### src/rtl/soil_moisture_average_calibrate_assert.svh
// Assertion macros shared by the soil moisture averaging and calibration block.
`ifndef SOIL_MOISTURE_AVERAGE_CALIBRATE_ASSERT_SVH
`define SOIL_MOISTURE_AVERAGE_CALIBRATE_ASSERT_SVH

`ifndef SYNTHESIS
`define SMAC_ASSERT_IMPL(label, clk, rstn, ante, cons) \
    label: assert property (@(posedge clk) disable iff (!(rstn)) (ante) |-> (cons)) \
        else $error("assertion failed: implication");
`define SMAC_ASSERT_NEXT(label, clk, rstn, ante, cons) \
    label: assert property (@(posedge clk) disable iff (!(rstn)) (ante) |=> (cons)) \
        else $error("assertion failed: next-cycle implication");
`else
`define SMAC_ASSERT_IMPL(label, clk, rstn, ante, cons)
`define SMAC_ASSERT_NEXT(label, clk, rstn, ante, cons)
`endif

`endif

### src/rtl/smac_pkg.sv
`timescale 1ns / 1ps

package smac_pkg;

    localparam int SAMPLE_W   = 12;
    localparam int WIN_W      = 8;
    localparam int REQ_W      = 16;
    localparam int SUM_W      = SAMPLE_W + WIN_W;
    localparam int PCT_W      = 7;
    localparam int NUM_W      = 19;
    localparam int STEP_W     = 5;
    localparam int CFG_IDX_W  = 3;
    localparam int CFG_DATA_W = 16;
    localparam int S_TDATA_W  = 16;
    localparam int M_TDATA_W  = 32;

    localparam logic [PCT_W-1:0]  PCT_FULL       = 7'd100;
    localparam logic [STEP_W-1:0] AVG_STEPS      = 5'd12;
    localparam logic [STEP_W-1:0] AVG_LONG_STEPS = 5'd20;
    localparam logic [STEP_W-1:0] PCT_STEPS      = 5'd7;

    localparam logic [1:0] MODE_NORMAL = 2'd0;
    localparam logic [1:0] MODE_DRY    = 2'd1;
    localparam logic [1:0] MODE_WET    = 2'd2;
    localparam logic [1:0] MODE_SPARE  = 2'd3;

    localparam logic [CFG_IDX_W-1:0] REG_WINDOW_SAMPLES  = 3'd0;
    localparam logic [CFG_IDX_W-1:0] REG_CALIB_MODE      = 3'd1;
    localparam logic [CFG_IDX_W-1:0] REG_CAPTURE_REQUEST = 3'd2;
    localparam logic [CFG_IDX_W-1:0] REG_MIN_SPAN        = 3'd3;
    localparam logic [CFG_IDX_W-1:0] REG_DRY_PRESET      = 3'd4;
    localparam logic [CFG_IDX_W-1:0] REG_WET_PRESET      = 3'd5;
    localparam logic [CFG_IDX_W-1:0] REG_PRESET_VALID    = 3'd6;

    typedef struct packed {
        logic                start;
        logic [STEP_W-1:0]   steps;
        logic [SAMPLE_W-1:0] num_hi;
        logic [SUM_W-1:0]    num_lo;
        logic [SAMPLE_W-1:0] divisor;
    } div_req_t;

    typedef struct packed {
        logic                done;
        logic [SAMPLE_W-1:0] quotient;
    } div_rsp_t;

endpackage

### src/rtl/smac_div.sv
`timescale 1ns / 1ps

module smac_div import smac_pkg::*; (
    input  logic     aclk,
    input  logic     aresetn,
    input  div_req_t req,
    output div_rsp_t rsp
);

    logic                busy_reg, busy_next;
    logic                done_reg, done_next;
    logic [STEP_W-1:0]   count_reg, count_next;
    logic [SAMPLE_W-1:0] rem_reg, rem_next;
    logic [SUM_W-1:0]    lo_reg, lo_next;
    logic [SAMPLE_W-1:0] quo_reg, quo_next;
    logic [SAMPLE_W-1:0] div_reg, div_next;
    logic [SAMPLE_W+1:0] trial;

    // One quotient bit per cycle: restoring subtraction of the divisor.
    assign trial = {1'b0, rem_reg, lo_reg[SUM_W-1]} - {2'b00, div_reg};

    always_comb begin
        busy_next  = busy_reg;
        done_next  = 1'b0;
        count_next = count_reg;
        rem_next   = rem_reg;
        lo_next    = lo_reg;
        quo_next   = quo_reg;
        div_next   = div_reg;
        if (req.start) begin
            busy_next  = 1'b1;
            count_next = req.steps;
            rem_next   = req.num_hi;
            lo_next    = req.num_lo;
            quo_next   = '0;
            div_next   = req.divisor;
        end else if (busy_reg) begin
            lo_next    = {lo_reg[SUM_W-2:0], 1'b0};
            count_next = count_reg - 1'b1;
            if (!trial[SAMPLE_W+1]) begin
                rem_next = trial[SAMPLE_W-1:0];
                quo_next = {quo_reg[SAMPLE_W-2:0], 1'b1};
            end else begin
                rem_next = {rem_reg[SAMPLE_W-2:0], lo_reg[SUM_W-1]};
                quo_next = {quo_reg[SAMPLE_W-2:0], 1'b0};
            end
            if (count_reg == STEP_W'(1)) begin
                busy_next = 1'b0;
                done_next = 1'b1;
            end
        end
    end

    always_ff @(posedge aclk) begin
        if (!aresetn) begin
            busy_reg  <= 1'b0;
            done_reg  <= 1'b0;
            count_reg <= '0;
        end else begin
            busy_reg  <= busy_next;
            done_reg  <= done_next;
            count_reg <= count_next;
        end
    end

    always_ff @(posedge aclk) begin
        rem_reg <= rem_next;
        lo_reg  <= lo_next;
        quo_reg <= quo_next;
        div_reg <= div_next;
    end

    assign rsp.done     = done_reg;
    assign rsp.quotient = quo_reg;

endmodule

### src/rtl/soil_moisture_average_calibrate.sv
// Soil moisture averaging and two-point calibration.
// Samples arrive on the s_ stream, one 12-bit converter reading per transfer.
// They are summed over a window of window_samples readings (zero counts as one);
// a window that ends yields one result transfer on the m_ stream, other samples
// yield none. Configuration is written over the cfg_ channel, which is always ready;
// writing a preset register loads the working dry point, wet point or valid flag.
// A sample that does not end a window leaves the block ready for the next one. A
// window-ending sample is followed, in order, by a divider start and 12 steps of the
// shared serial divider forming the average, the capture check, the clamp, the multiply
// by 100, a second divider start and 7 percent steps, and the load of the output; only
// then is the next sample taken. When dry does not exceed wet the multiply and the
// percent steps are skipped. A window shortened below the samples already taken can
// need 20 average steps. The divider forms one quotient bit per cycle.
// The result is held in an output register; the next window may be summed while it
// waits, but a further result is not loaded until the receiver has taken the first, so a
// stalled receiver halts the block after at most one more window.
// Synchronous active-low reset clears the window sum and index, the calibration points,
// the valid flag and the last request id, and sets a window of one and a minimum span of 200.
`timescale 1ns / 1ps
`include "soil_moisture_average_calibrate_assert.svh"

module soil_moisture_average_calibrate import smac_pkg::*; #(
    parameter int MAX_WINDOW   = 255
) (
    input  logic                  aclk,
    input  logic                  aresetn,
    input  logic                  s_tvalid,
    output logic                  s_tready,
    // [11:0] adc_sample
    input  logic [S_TDATA_W-1:0]  s_tdata,
    output logic                  m_tvalid,
    input  logic                  m_tready,
    // [6:0] moisture_percent, [18:7] average_raw, [19] needs_calibration,
    // [21:20] capture_kind, [22] capture_applied, [23] capture_duplicate,
    // [24] capture_error
    output logic [M_TDATA_W-1:0]  m_tdata,
    input  logic                  cfg_valid,
    output logic                  cfg_ready,
    input  logic [CFG_IDX_W-1:0]  cfg_index,
    input  logic [CFG_DATA_W-1:0] cfg_data
);

    localparam logic [WIN_W-1:0] WIN_CAP = WIN_W'(MAX_WINDOW);

    typedef enum logic [3:0] {
        S_IDLE, S_AVG_GO, S_AVG_WAIT, S_CAPT, S_CLAMP,
        S_MUL, S_PCT_GO, S_PCT_WAIT, S_DONE
    } state_t;

    state_t              state_reg, state_next;
    logic [WIN_W-1:0]    win_reg, win_next;
    logic [1:0]          mode_reg, mode_next;
    logic [REQ_W-1:0]    creq_reg, creq_next;
    logic [SAMPLE_W-1:0] mspan_reg, mspan_next;
    logic [SUM_W-1:0]    sum_reg, sum_next;
    logic [WIN_W-1:0]    idx_reg, idx_next;
    logic [SAMPLE_W-1:0] dry_reg, dry_next;
    logic [SAMPLE_W-1:0] wet_reg, wet_next;
    logic                calv_reg, calv_next;
    logic [REQ_W-1:0]    lreq_reg, lreq_next;
    logic [SUM_W-1:0]    tot_reg, tot_next;
    logic [SAMPLE_W-1:0] avg_reg, avg_next;
    logic [1:0]          kind_reg, kind_next;
    logic                app_reg, app_next;
    logic                dup_reg, dup_next;
    logic                err_reg, err_next;
    logic [SAMPLE_W-1:0] diff_reg, diff_next;
    logic [SAMPLE_W-1:0] span_reg, span_next;
    logic [NUM_W-1:0]    num_reg, num_next;
    logic [PCT_W-1:0]    pct_reg, pct_next;
    logic                mval_reg, mval_next;
    logic [M_TDATA_W-1:0] mdat_reg, mdat_next;

    logic [WIN_W-1:0]    win_len;
    logic [WIN_W-1:0]    idx_inc;
    logic [SAMPLE_W-1:0] sample;
    logic                capturing;
    logic [REQ_W-1:0]    req_id;
    logic [SAMPLE_W-1:0] new_dry, new_wet, clamped;
    logic [SAMPLE_W-1:0] new_span;
    logic                cap_ok;
    div_req_t            dreq;
    div_rsp_t            drsp;

    smac_div u_div (
        .aclk    (aclk),
        .aresetn (aresetn),
        .req     (dreq),
        .rsp     (drsp)
    );

    always_comb begin
        win_len = (win_reg == '0) ? WIN_W'(1) : win_reg;
        if (win_len > WIN_CAP) begin
            win_len = WIN_CAP;
        end
    end

    assign idx_inc   = idx_reg + 1'b1;
    assign sample    = s_tdata[SAMPLE_W-1:0];
    assign capturing = (mode_reg == MODE_DRY) || (mode_reg == MODE_WET);
    assign req_id    = creq_reg;
    assign new_dry   = (mode_reg == MODE_DRY) ? avg_reg : dry_reg;
    assign new_wet   = (mode_reg == MODE_WET) ? avg_reg : wet_reg;
    assign new_span  = new_dry - new_wet;
    assign cap_ok    = (new_dry > new_wet) && (new_span >= mspan_reg);

    always_comb begin
        if (avg_reg < wet_reg) begin
            clamped = wet_reg;
        end else if (avg_reg > dry_reg) begin
            clamped = dry_reg;
        end else begin
            clamped = avg_reg;
        end
    end

    always_comb begin
        dreq.start   = (state_reg == S_AVG_GO) || (state_reg == S_PCT_GO);
        dreq.steps   = AVG_STEPS;
        dreq.num_hi  = SAMPLE_W'(tot_reg[SUM_W-1:SAMPLE_W]);
        dreq.num_lo  = {tot_reg[SAMPLE_W-1:0], {(SUM_W-SAMPLE_W){1'b0}}};
        dreq.divisor = SAMPLE_W'(win_len);
        // A sum over more samples than the window length is divided from the top bit.
        if (tot_reg[SUM_W-1:SAMPLE_W] >= win_len) begin
            dreq.steps  = AVG_LONG_STEPS;
            dreq.num_hi = '0;
            dreq.num_lo = tot_reg;
        end
        if (state_reg == S_PCT_GO) begin
            dreq.steps   = PCT_STEPS;
            dreq.num_hi  = num_reg[NUM_W-1:PCT_W];
            dreq.num_lo  = {num_reg[PCT_W-1:0], {(SUM_W-PCT_W){1'b0}}};
            dreq.divisor = span_reg;
        end
    end

    always_comb begin
        state_next = state_reg;
        win_next   = win_reg;
        mode_next  = mode_reg;
        creq_next  = creq_reg;
        mspan_next = mspan_reg;
        sum_next   = sum_reg;
        idx_next   = idx_reg;
        dry_next   = dry_reg;
        wet_next   = wet_reg;
        calv_next  = calv_reg;
        lreq_next  = lreq_reg;
        tot_next   = tot_reg;
        avg_next   = avg_reg;
        kind_next  = kind_reg;
        app_next   = app_reg;
        dup_next   = dup_reg;
        err_next   = err_reg;
        diff_next  = diff_reg;
        span_next  = span_reg;
        num_next   = num_reg;
        pct_next   = pct_reg;
        mval_next  = mval_reg;
        mdat_next  = mdat_reg;

        if (mval_reg && m_tready) begin
            mval_next = 1'b0;
        end

        unique case (state_reg)
            S_IDLE: begin
                if (s_tvalid) begin
                    if ((idx_inc == '0) || (idx_inc >= win_len)) begin
                        tot_next   = sum_reg + SUM_W'(sample);
                        sum_next   = '0;
                        idx_next   = '0;
                        state_next = S_AVG_GO;
                    end else begin
                        sum_next = sum_reg + SUM_W'(sample);
                        idx_next = idx_inc;
                    end
                end
            end
            S_AVG_GO: begin
                state_next = S_AVG_WAIT;
            end
            S_AVG_WAIT: begin
                if (drsp.done) begin
                    avg_next   = drsp.quotient;
                    state_next = S_CAPT;
                end
            end
            S_CAPT: begin
                kind_next = MODE_NORMAL;
                app_next  = 1'b0;
                dup_next  = 1'b0;
                err_next  = 1'b0;
                if (capturing) begin
                    kind_next = mode_reg;
                    lreq_next = req_id;
                    if ((req_id != '0) && (req_id == lreq_reg)) begin
                        dup_next = 1'b1;
                    end else if (cap_ok) begin
                        dry_next  = new_dry;
                        wet_next  = new_wet;
                        calv_next = 1'b1;
                        app_next  = 1'b1;
                    end else begin
                        err_next = 1'b1;
                    end
                end
                state_next = S_CLAMP;
            end
            S_CLAMP: begin
                if (dry_reg <= wet_reg) begin
                    pct_next   = '0;
                    state_next = S_DONE;
                end else begin
                    diff_next  = dry_reg - clamped;
                    span_next  = dry_reg - wet_reg;
                    state_next = S_MUL;
                end
            end
            S_MUL: begin
                num_next   = NUM_W'(diff_reg) * NUM_W'(PCT_FULL);
                state_next = S_PCT_GO;
            end
            S_PCT_GO: begin
                state_next = S_PCT_WAIT;
            end
            S_PCT_WAIT: begin
                if (drsp.done) begin
                    pct_next   = drsp.quotient[PCT_W-1:0];
                    state_next = S_DONE;
                end
            end
            S_DONE: begin
                if (!mval_reg || m_tready) begin
                    mval_next  = 1'b1;
                    mdat_next  = {7'b0, err_reg, dup_reg, app_reg, kind_reg, !calv_reg,
                                  avg_reg, pct_reg};
                    state_next = S_IDLE;
                end
            end
            default: begin
                state_next = S_IDLE;
            end
        endcase

        if (cfg_valid) begin
            unique case (cfg_index)
                REG_WINDOW_SAMPLES:  win_next   = cfg_data[WIN_W-1:0];
                REG_CALIB_MODE:      mode_next  = cfg_data[1:0];
                REG_CAPTURE_REQUEST: creq_next  = cfg_data[REQ_W-1:0];
                REG_MIN_SPAN:        mspan_next = cfg_data[SAMPLE_W-1:0];
                REG_DRY_PRESET:      dry_next   = cfg_data[SAMPLE_W-1:0];
                REG_WET_PRESET:      wet_next   = cfg_data[SAMPLE_W-1:0];
                REG_PRESET_VALID:    calv_next  = cfg_data[0];
                default: ;
            endcase
        end
    end

    always_ff @(posedge aclk) begin
        if (!aresetn) begin
            state_reg <= S_IDLE;
            win_reg   <= WIN_W'(1);
            mode_reg  <= MODE_NORMAL;
            creq_reg  <= '0;
            mspan_reg <= SAMPLE_W'(200);
            sum_reg   <= '0;
            idx_reg   <= '0;
            dry_reg   <= '0;
            wet_reg   <= '0;
            calv_reg  <= 1'b0;
            lreq_reg  <= '0;
            mval_reg  <= 1'b0;
        end else begin
            state_reg <= state_next;
            win_reg   <= win_next;
            mode_reg  <= mode_next;
            creq_reg  <= creq_next;
            mspan_reg <= mspan_next;
            sum_reg   <= sum_next;
            idx_reg   <= idx_next;
            dry_reg   <= dry_next;
            wet_reg   <= wet_next;
            calv_reg  <= calv_next;
            lreq_reg  <= lreq_next;
            mval_reg  <= mval_next;
        end
        tot_reg  <= tot_next;
        avg_reg  <= avg_next;
        kind_reg <= kind_next;
        app_reg  <= app_next;
        dup_reg  <= dup_next;
        err_reg  <= err_next;
        diff_reg <= diff_next;
        span_reg <= span_next;
        num_reg  <= num_next;
        pct_reg  <= pct_next;
        mdat_reg <= mdat_next;
    end

    assign s_tready  = (state_reg == S_IDLE);
    assign m_tvalid  = mval_reg;
    assign m_tdata   = mdat_reg;
    assign cfg_ready = 1'b1;

    `SMAC_ASSERT_IMPL(a_pct_range, aclk, aresetn, m_tvalid, m_tdata[6:0] <= PCT_FULL)
    `SMAC_ASSERT_IMPL(a_flags_exclusive, aclk, aresetn, m_tvalid, $onehot0(m_tdata[24:22]))
    `SMAC_ASSERT_IMPL(a_no_capture_no_flags, aclk, aresetn,
                      m_tvalid && (m_tdata[21:20] == MODE_NORMAL), m_tdata[24:22] == 3'b000)
    `SMAC_ASSERT_NEXT(a_capture_sets_valid, aclk, aresetn,
                      (state_reg == S_CAPT) && app_next, calv_reg && (state_reg == S_CLAMP))
    `SMAC_ASSERT_IMPL(a_div_start_idle, aclk, aresetn, dreq.start, !drsp.done)

endmodule
### config.mk
export PLATFORM = sky130hd
export DESIGN_NAME = soil_moisture_average_calibrate
export DESIGN_NICKNAME = d
export VERILOG_FILES = /design/src/rtl/smac_pkg.sv /design/src/rtl/smac_div.sv /design/src/rtl/soil_moisture_average_calibrate.sv
export VERILOG_INCLUDE_DIRS = /design/src /design/src/rtl
export SDC_FILE = /design/constraint.sdc
export NUM_CORES = 1
export LEC_CHECK = 0
export BUFFER_PORTS_ARGS = -buffer_cell sky130_fd_sc_hd__buf_4
export CAP_MARGIN = 10
export CORE_MARGIN = 3
export CORE_UTILIZATION = 48
export CTS_BUF_LIST = sky130_fd_sc_hd__clkbuf_16
export DETAILED_ROUTE_END_ITERATION = 10
export GPL_ROUTABILITY_DRIVEN = 0
export HOLD_SLACK_MARGIN = 0.05
export MAX_ROUTING_LAYER = met4
export PLACE_DENSITY = 0.69
export SLEW_MARGIN = 20
export SYNTH_ARGS = -nofsm -noshare
export SYNTH_HDL_FRONTEND = slang
export SYNTH_SLANG_ARGS = --single-unit
### constraint.sdc
create_clock -name aclk -period 6.25 [get_ports aclk]
set_input_delay 0.3125 -clock aclk [delete_from_list [all_inputs] [get_ports aclk]]
set_output_delay 0.3125 -clock aclk [all_outputs]
set_load 0.01 [all_outputs]
# --- Word level (Yosys, flattened, before mapping) ---
# Cells that the tools add are included.
word_totals:
  wordCells: 161
  reg_bits: 285
op_classes:
  bitwise: 4
  add_sub_neg: 7
  reduce_logical: 30
  n_mux: 56
  n_lt_le_gt_ge: 8
  mul: 1
  n_eq_ne: 24
op_table:
  columns: ["op", "count"]
  rows:
  - ["2-to-1 mux 12 bit", 19]
  - ["2-to-1 mux 20 bit", 3]
  - ["2-to-1 mux 49 bit", 1]
  - ["2-to-1 mux 37 bit", 1]
  - ["one-hot mux 4 bit (9 select lines)", 1]
  - ["subtractor 12 bit", 3]
  - ["> comparator 12 bit", 2]
  - ["2-to-1 mux 4 bit", 6]
  - ["2-to-1 mux 8 bit", 3]
  - ["adder 20 x 12 -> 20 bit", 1]
  - ["AND reduction 2 bit", 9]
  - ["multiplier 12 x 5 -> 17 bit (second input constant)", 1]
  - ["2-to-1 mux 1 bit", 17]
  - ["equality test 16 bit", 1]
  - ["equality test 4 x 3 -> 1 bit (second input constant)", 4]
  - [">= comparator 8 bit", 2]
  - ["logical NOT 8 bit", 2]
  - ["nonzero test 16 bit", 1]
  - ["2-to-1 mux 7 bit", 2]
  - ["one-hot mux 7 bit (2 select lines)", 1]
  - ["subtractor 13 x 12 -> 14 bit", 1]
  - [">= comparator 12 bit", 1]
  - ["<= comparator 12 bit", 1]
  - ["< comparator 12 bit", 1]
  - ["26 further kinds", 46]

# --- Depth between registers and ports, before layout ---
logic_depth:
  word_depth: 11
  depth_mapped: 28

# --- By module ---
# From an unflattened synthesis, not the netlist that was laid out.
unflattened:
  hier_cells: 1848
  hier_area_um2: 17630.7
by_module_without_submodules:
  columns: ["mod", "seq_area_each_um2", "n_inst", "cells_each", "area_per_inst_um2"]
  rows:
  - ["soil_moisture_average_calibrate", 5545.3, 1, 1564, 14383.8]
  - ["smac_div", 1701.6, 1, 284, 3246.9]

# --- Least setup slack after synthesis ---
# OpenSTA, ideal clock, no wires.
synth_timing:
  kind: "register to register"
  start: "register mode_reg[1]"
  end: "register wet_reg[11]"
  period_less_slack_ps: 5075
  path_slack_ps: 1175
  t_required_ps: 6124
  n_path_buf: 4
  path_stages_with_launch: 28
  arrival_time_ps: 4949
  path_cell_list: "dfxtp_1 inv_1 ha_1 buf_2 clkbuf_1 mux2i_1 ha_1 inv_1 ha_1 a41oi_2 o21ai_1 a21oi_1 o21ai_1 a221o_1 a211o_1 a31o_1 a21oi_2 xnor2_1 ha_1 a211o_1 o22ai_1 a41oi_1 and4_1 a21o_1 buf_2 buf_2 o21ai_0 o21ai_1"
synth_via:
  elab_chain_len: 11
synth_lines:
  columns: ["item", "line", "rtl"]
  rows:
  - ["start, declared", "soil_moisture_average_calibrate.sv:52", "logic [1:0] mode_reg, mode_next;"]
  - ["start signal, assigned", "soil_moisture_average_calibrate.sv:278", "mode_reg <= mode_next;"]
  - ["equality test 2 x 1 -> 1 bit or equality test 2 bit (tied branches)", "soil_moisture_average_calibrate.sv:101, soil_moisture_average_calibrate.sv:103, soil_moisture_average_calibrate.sv:104", null]
  - ["2-to-1 mux 12 bit (on tied branches)", "soil_moisture_average_calibrate.sv:103, soil_moisture_average_calibrate.sv:104", null]
  - ["subtractor 12 bit", "soil_moisture_average_calibrate.sv:105", "assign new_span = new_dry - new_wet;"]
  - [">= comparator 12 bit", "soil_moisture_average_calibrate.sv:106", "assign cap_ok = (new_dry > new_wet) && (new_span >= mspan_reg);"]
  - ["logical AND 1 bit", "soil_moisture_average_calibrate.sv:106", null]
  - ["2-to-1 mux 12 bit", "soil_moisture_average_calibrate.sv:200", "end else if (cap_ok) begin"]
  - ["2-to-1 mux 12 bit", "soil_moisture_average_calibrate.sv:198", "if ((req_id != '0) && (req_id == lreq_reg)) begin"]
  - ["2-to-1 mux 12 bit (*)", "soil_moisture_average_calibrate.sv:195", "if (capturing) begin"]
  - ["2-to-1 mux 12 bit (*)", "soil_moisture_average_calibrate.sv:167", "unique case (state_reg)"]
  - ["2-to-1 mux 12 bit", "soil_moisture_average_calibrate.sv:248", "unique case (cfg_index)"]
  - ["2-to-1 mux 12 bit (*)", "soil_moisture_average_calibrate.sv:247", "if (cfg_valid) begin"]
  - ["end signal, assigned", "soil_moisture_average_calibrate.sv:284", "wet_reg <= wet_next;"]
  - ["end, declared", "soil_moisture_average_calibrate.sv:58", "logic [SAMPLE_W-1:0] wet_reg, wet_next;"]
# Every way passes the cells marked *; elsewhere a longest branch is shown, timed or not.
# A chain may end at the register's enable or synchronous reset.

# --- Final worst setup path ---
layout_timing:
  start: "register mode_reg[1]"
  end: "register dry_reg[1]"
layout_via:
  elab_chain_len: 11
layout_lines:
  columns: ["item", "line", "rtl"]
  rows:
  - ["equality test 2 x 1 -> 1 bit or equality test 2 bit (tied branches)", "soil_moisture_average_calibrate.sv:101, soil_moisture_average_calibrate.sv:103, soil_moisture_average_calibrate.sv:104", null]
  - ["2-to-1 mux 12 bit (on tied branches)", "soil_moisture_average_calibrate.sv:103, soil_moisture_average_calibrate.sv:104", null]
  - ["subtractor 12 bit", "soil_moisture_average_calibrate.sv:105", null]
  - [">= comparator 12 bit", "soil_moisture_average_calibrate.sv:106", null]
  - ["logical AND 1 bit", "soil_moisture_average_calibrate.sv:106", null]
  - ["2-to-1 mux 12 bit", "soil_moisture_average_calibrate.sv:200", null]
  - ["2-to-1 mux 12 bit", "soil_moisture_average_calibrate.sv:198", null]
  - ["2-to-1 mux 12 bit (*)", "soil_moisture_average_calibrate.sv:195", null]
  - ["2-to-1 mux 12 bit (*)", "soil_moisture_average_calibrate.sv:167", null]
  - ["2-to-1 mux 12 bit", "soil_moisture_average_calibrate.sv:248", null]
  - ["2-to-1 mux 12 bit (*)", "soil_moisture_average_calibrate.sv:247", null]
  - ["end signal, assigned", "soil_moisture_average_calibrate.sv:283", "dry_reg <= dry_next;"]
  - ["end, declared", "soil_moisture_average_calibrate.sv:57", "logic [SAMPLE_W-1:0] dry_reg, dry_next;"]
# Marked as above.

==> impl_metrics.yaml <==
worst_hold_path:
  hold_start: "m_tready"
  hold_class: "primary input to register"
  whs_path_depth: 3
logic_synthesis:
  yosys_warnings: 0
  yosysSeqAreaShare_pct: 43.7
  synthesis.area_mm2: 0.0166
  synth_cells: 1761
  ys_types: 69
  ys_ff_latch: 285
  synth_edf_count: 154
  ys.flop_type: "edfxtp_1"
  syn_avg_cell_area_um2: 9.42
  synthArstFlopShare_pct: 0
layout:
  final_util_pct: 55.7
  diodes: 0
  nets: 2033
  regMostFlops: "m_tdata"
  area_delta_synth_final_pct: 13.4
  seq_area_mm2: 0.00725
  drive_gt1_share_pct: 8.86
  largest_reg_flops: 25
  fillers: 2915
  multi_input_area_mm2: 0.00853
global_routing:
  antenna_found_initial: 0
  grt_use_total_pct: 21.5
  grt_pass1_vias: 12100
  grt_overflow: 0
  grt_max_degree: 66
  grt_pass1_wl_um: 62200
detailed_routing:
  wl_per_cell_um: 16.8
  drc: 0
  wl_um: 38700
  first_iter_violations: 974
  num_vias: 12700
  avgViaCountPerCell: 5.54
  wl_met1_um: 17400
  antenna_left: 0
  top_layer_used: "met4"
  drt_first_pass_iters: 5
  wl_met2_um: 18200
  routed-wl-met3_um: 2050
clock_network:
  post-cts-setup-buffers: 0
  cts_buffer_depth: 3
  htreeDepth: 1
  clkSlewWorstSetupHoldPaths_ns: 0.06
  cts_buffers: 31
  clock-sinks: 285
  clk-insertion-delay-late_ns: 0.57
  cts_tree: "built"
  clockRootBuffer: "clkbuf_16"
worst_setup_path:
  worstSetupEndpoint: "dry_reg[1]"
  rr_startpoint: "mode_reg[1]"
  rrSetupSlack_ns: 0.67
  r2r_cells: 25
  required_ns: 6.70
  end_kind: "register"
  critPathMaxFanout: 28
  crit_start: "mode_reg[1]"
  cp.arrival_ns: 6.03
  worstSetupStartpointType: "register"
  critical_path_class: "register to register"
  r2r_end: "dry_reg[1]"
place:
  place_hpwl_um: 28300
  port_buffers: 62
  dp_slack_ns: 0.745
timing:
  skew_ns: 0.0145
  fin_crit_sh_pct: 89.3
  period_minus_slack_ns: 5.58
  hold_violations: 0
  clock.fmax_mhz: 179
  fin_ws_ns: 0.668
  relSlewSlack_pct: 38.9
  setup-tns-final_ns: 0
  maxSlewViolCount: 0
  rsz0062_at_grt: "false"
  tightestPinTransition_ns: 0.913
  setup_violations: 0
die:
  ios: 75
  design.core.area_mm2: 0.0338
  die_x_um: 192
  rows: 67
  die_area_mm2: 0.0368
  fp.dieH_um: 192
  initial_utilization_pct: 49.1
outcome:
  run_status: "finished, final reports clean"
power_and_ir_drop:
  p_leak_nw: 7.48
  max-vdd-ir-drop_uv: 230
  p_per_area_mw_per_mm2: 347
flow_run:
  maxCapViolCount: 0
[through the flow]
step | hold slack, ns | cell area, um2 | std cells | power (mW)
floorplan | 0.400 | 16600 | 1767 | 4.02
global placement | 0.403 | 17500 | 2224 | 4.48
detailed placement | 0.405 | 17500 | 2224 | 4.56
CTS | 0.137 | 18800 | 2300 | 6.57
global route | 0.187 | 18800 | 2300 | 6.91
finish | 0.183 | 18800 | 2300 | 6.53
[layer usage]
layer  GRT usage, %  up-vias
met3           2.77       58
met1           28.3     6029
li1               -     6328
met4           5.73        0
met5              -        -
met2           35.1      321
[synthesized netlist by cell type, types with 34 or more instances]
library cell / count / area, um2
a21o_1: 34 / 255
a21oi_1: 136 / 681
clkbuf_1: 51 / 191
dfxtp_1: 131 / 2620
edfxtp_1: 154 / 4620
ha_1: 155 / 1940
inv_1: 135 / 507
mux2i_1: 60 / 601
nand2_1: 246 / 923
nor2_1: 95 / 357
o21ai_0: 124 / 621
xnor2_1: 52 / 455
xor2_1: 36 / 315
[kinds of logic (layout without fill, tap and decap cells)]
group	Yosys count	in the layout	synth area share (%)
XOR/XNOR	88	88	4.64
adder cells (fa/ha/maj)	166	166	13.0
multiplexers	66	66	4.03
AO/OA/AOI/OAI	417	417	15.1
other	2	8	0.0453
buffers and inverters	216	301	5.28
flip-flops	285	285	43.7
AND/OR/NAND/NOR	521	521	14.2
[worst min-delay path by stage]
stage                  endpoint  slack, ns
floorplan            m_tdata[0]       0.40
CTS                    m_tvalid       0.14
detailed placement  m_tdata[24]       0.41
global route           m_tvalid       0.19
finish                 m_tvalid       0.18
global placement     m_tdata[5]       0.40
[final cells by class]
type                       count  share of cell area, %
clock inverter                27                   1.82
clock buffer                  31                   4.12
sequential                   285                   38.5
multi-input combinational   1266                   45.3
timing repair buffer         106                   4.53
inverter                     137                   2.73
tap                          448                   2.98
[worst max-delay path, stage by stage (launching register included)]
cell and delay [ns]:
dfxtp_1 0.33, inv_1 0.10, ha_1 0.24, buf_4 0.30, mux2i_1 0.27, ha_1 0.23
inv_1 0.07, ha_1 0.19, a41oi_2 0.25, a22oi_1 0.12, o21ai_1 0.16, o21ai_1 0.10
a221o_1 0.37, a211o_1 0.33, a31o_1 0.22, a21oi_2 0.14, xnor2_1 0.15, ha_1 0.27
a211o_1 0.28, o22ai_1 0.17, a41oi_1 0.09, and4_1 0.24, a21o_1 0.34, nand2_1 0.21
mux2i_1 0.19, o21ai_0 0.10
[repair_timing]
item                      CTS  global route
hold endpoints to repair   62             0
resized for setup           0             0
hold buffers               18             0
[cells in the final DEF (no fill, tap or decap), drive strengths merged, types with 31 or more instances in the layout]
cell type / count
o21ai: 133
edfxtp: 154
mux2i: 60
dfxtp: 131
inv: 142
a21o: 34
ha: 155
clkbuf: 31
xnor2: 52
nand2: 246
a21oi: 137
xor2: 36
buf: 88
nor2: 95
[where the power goes]
group | total [mW] | internal (mW) | switching (mW)
logic | 1.92 | 0.810 | 1.11
clock network | 1.99 | 1.20 | 0.784
registers | 2.63 | 2.41 | 0.211
Power figures use the tool's default switching activity.
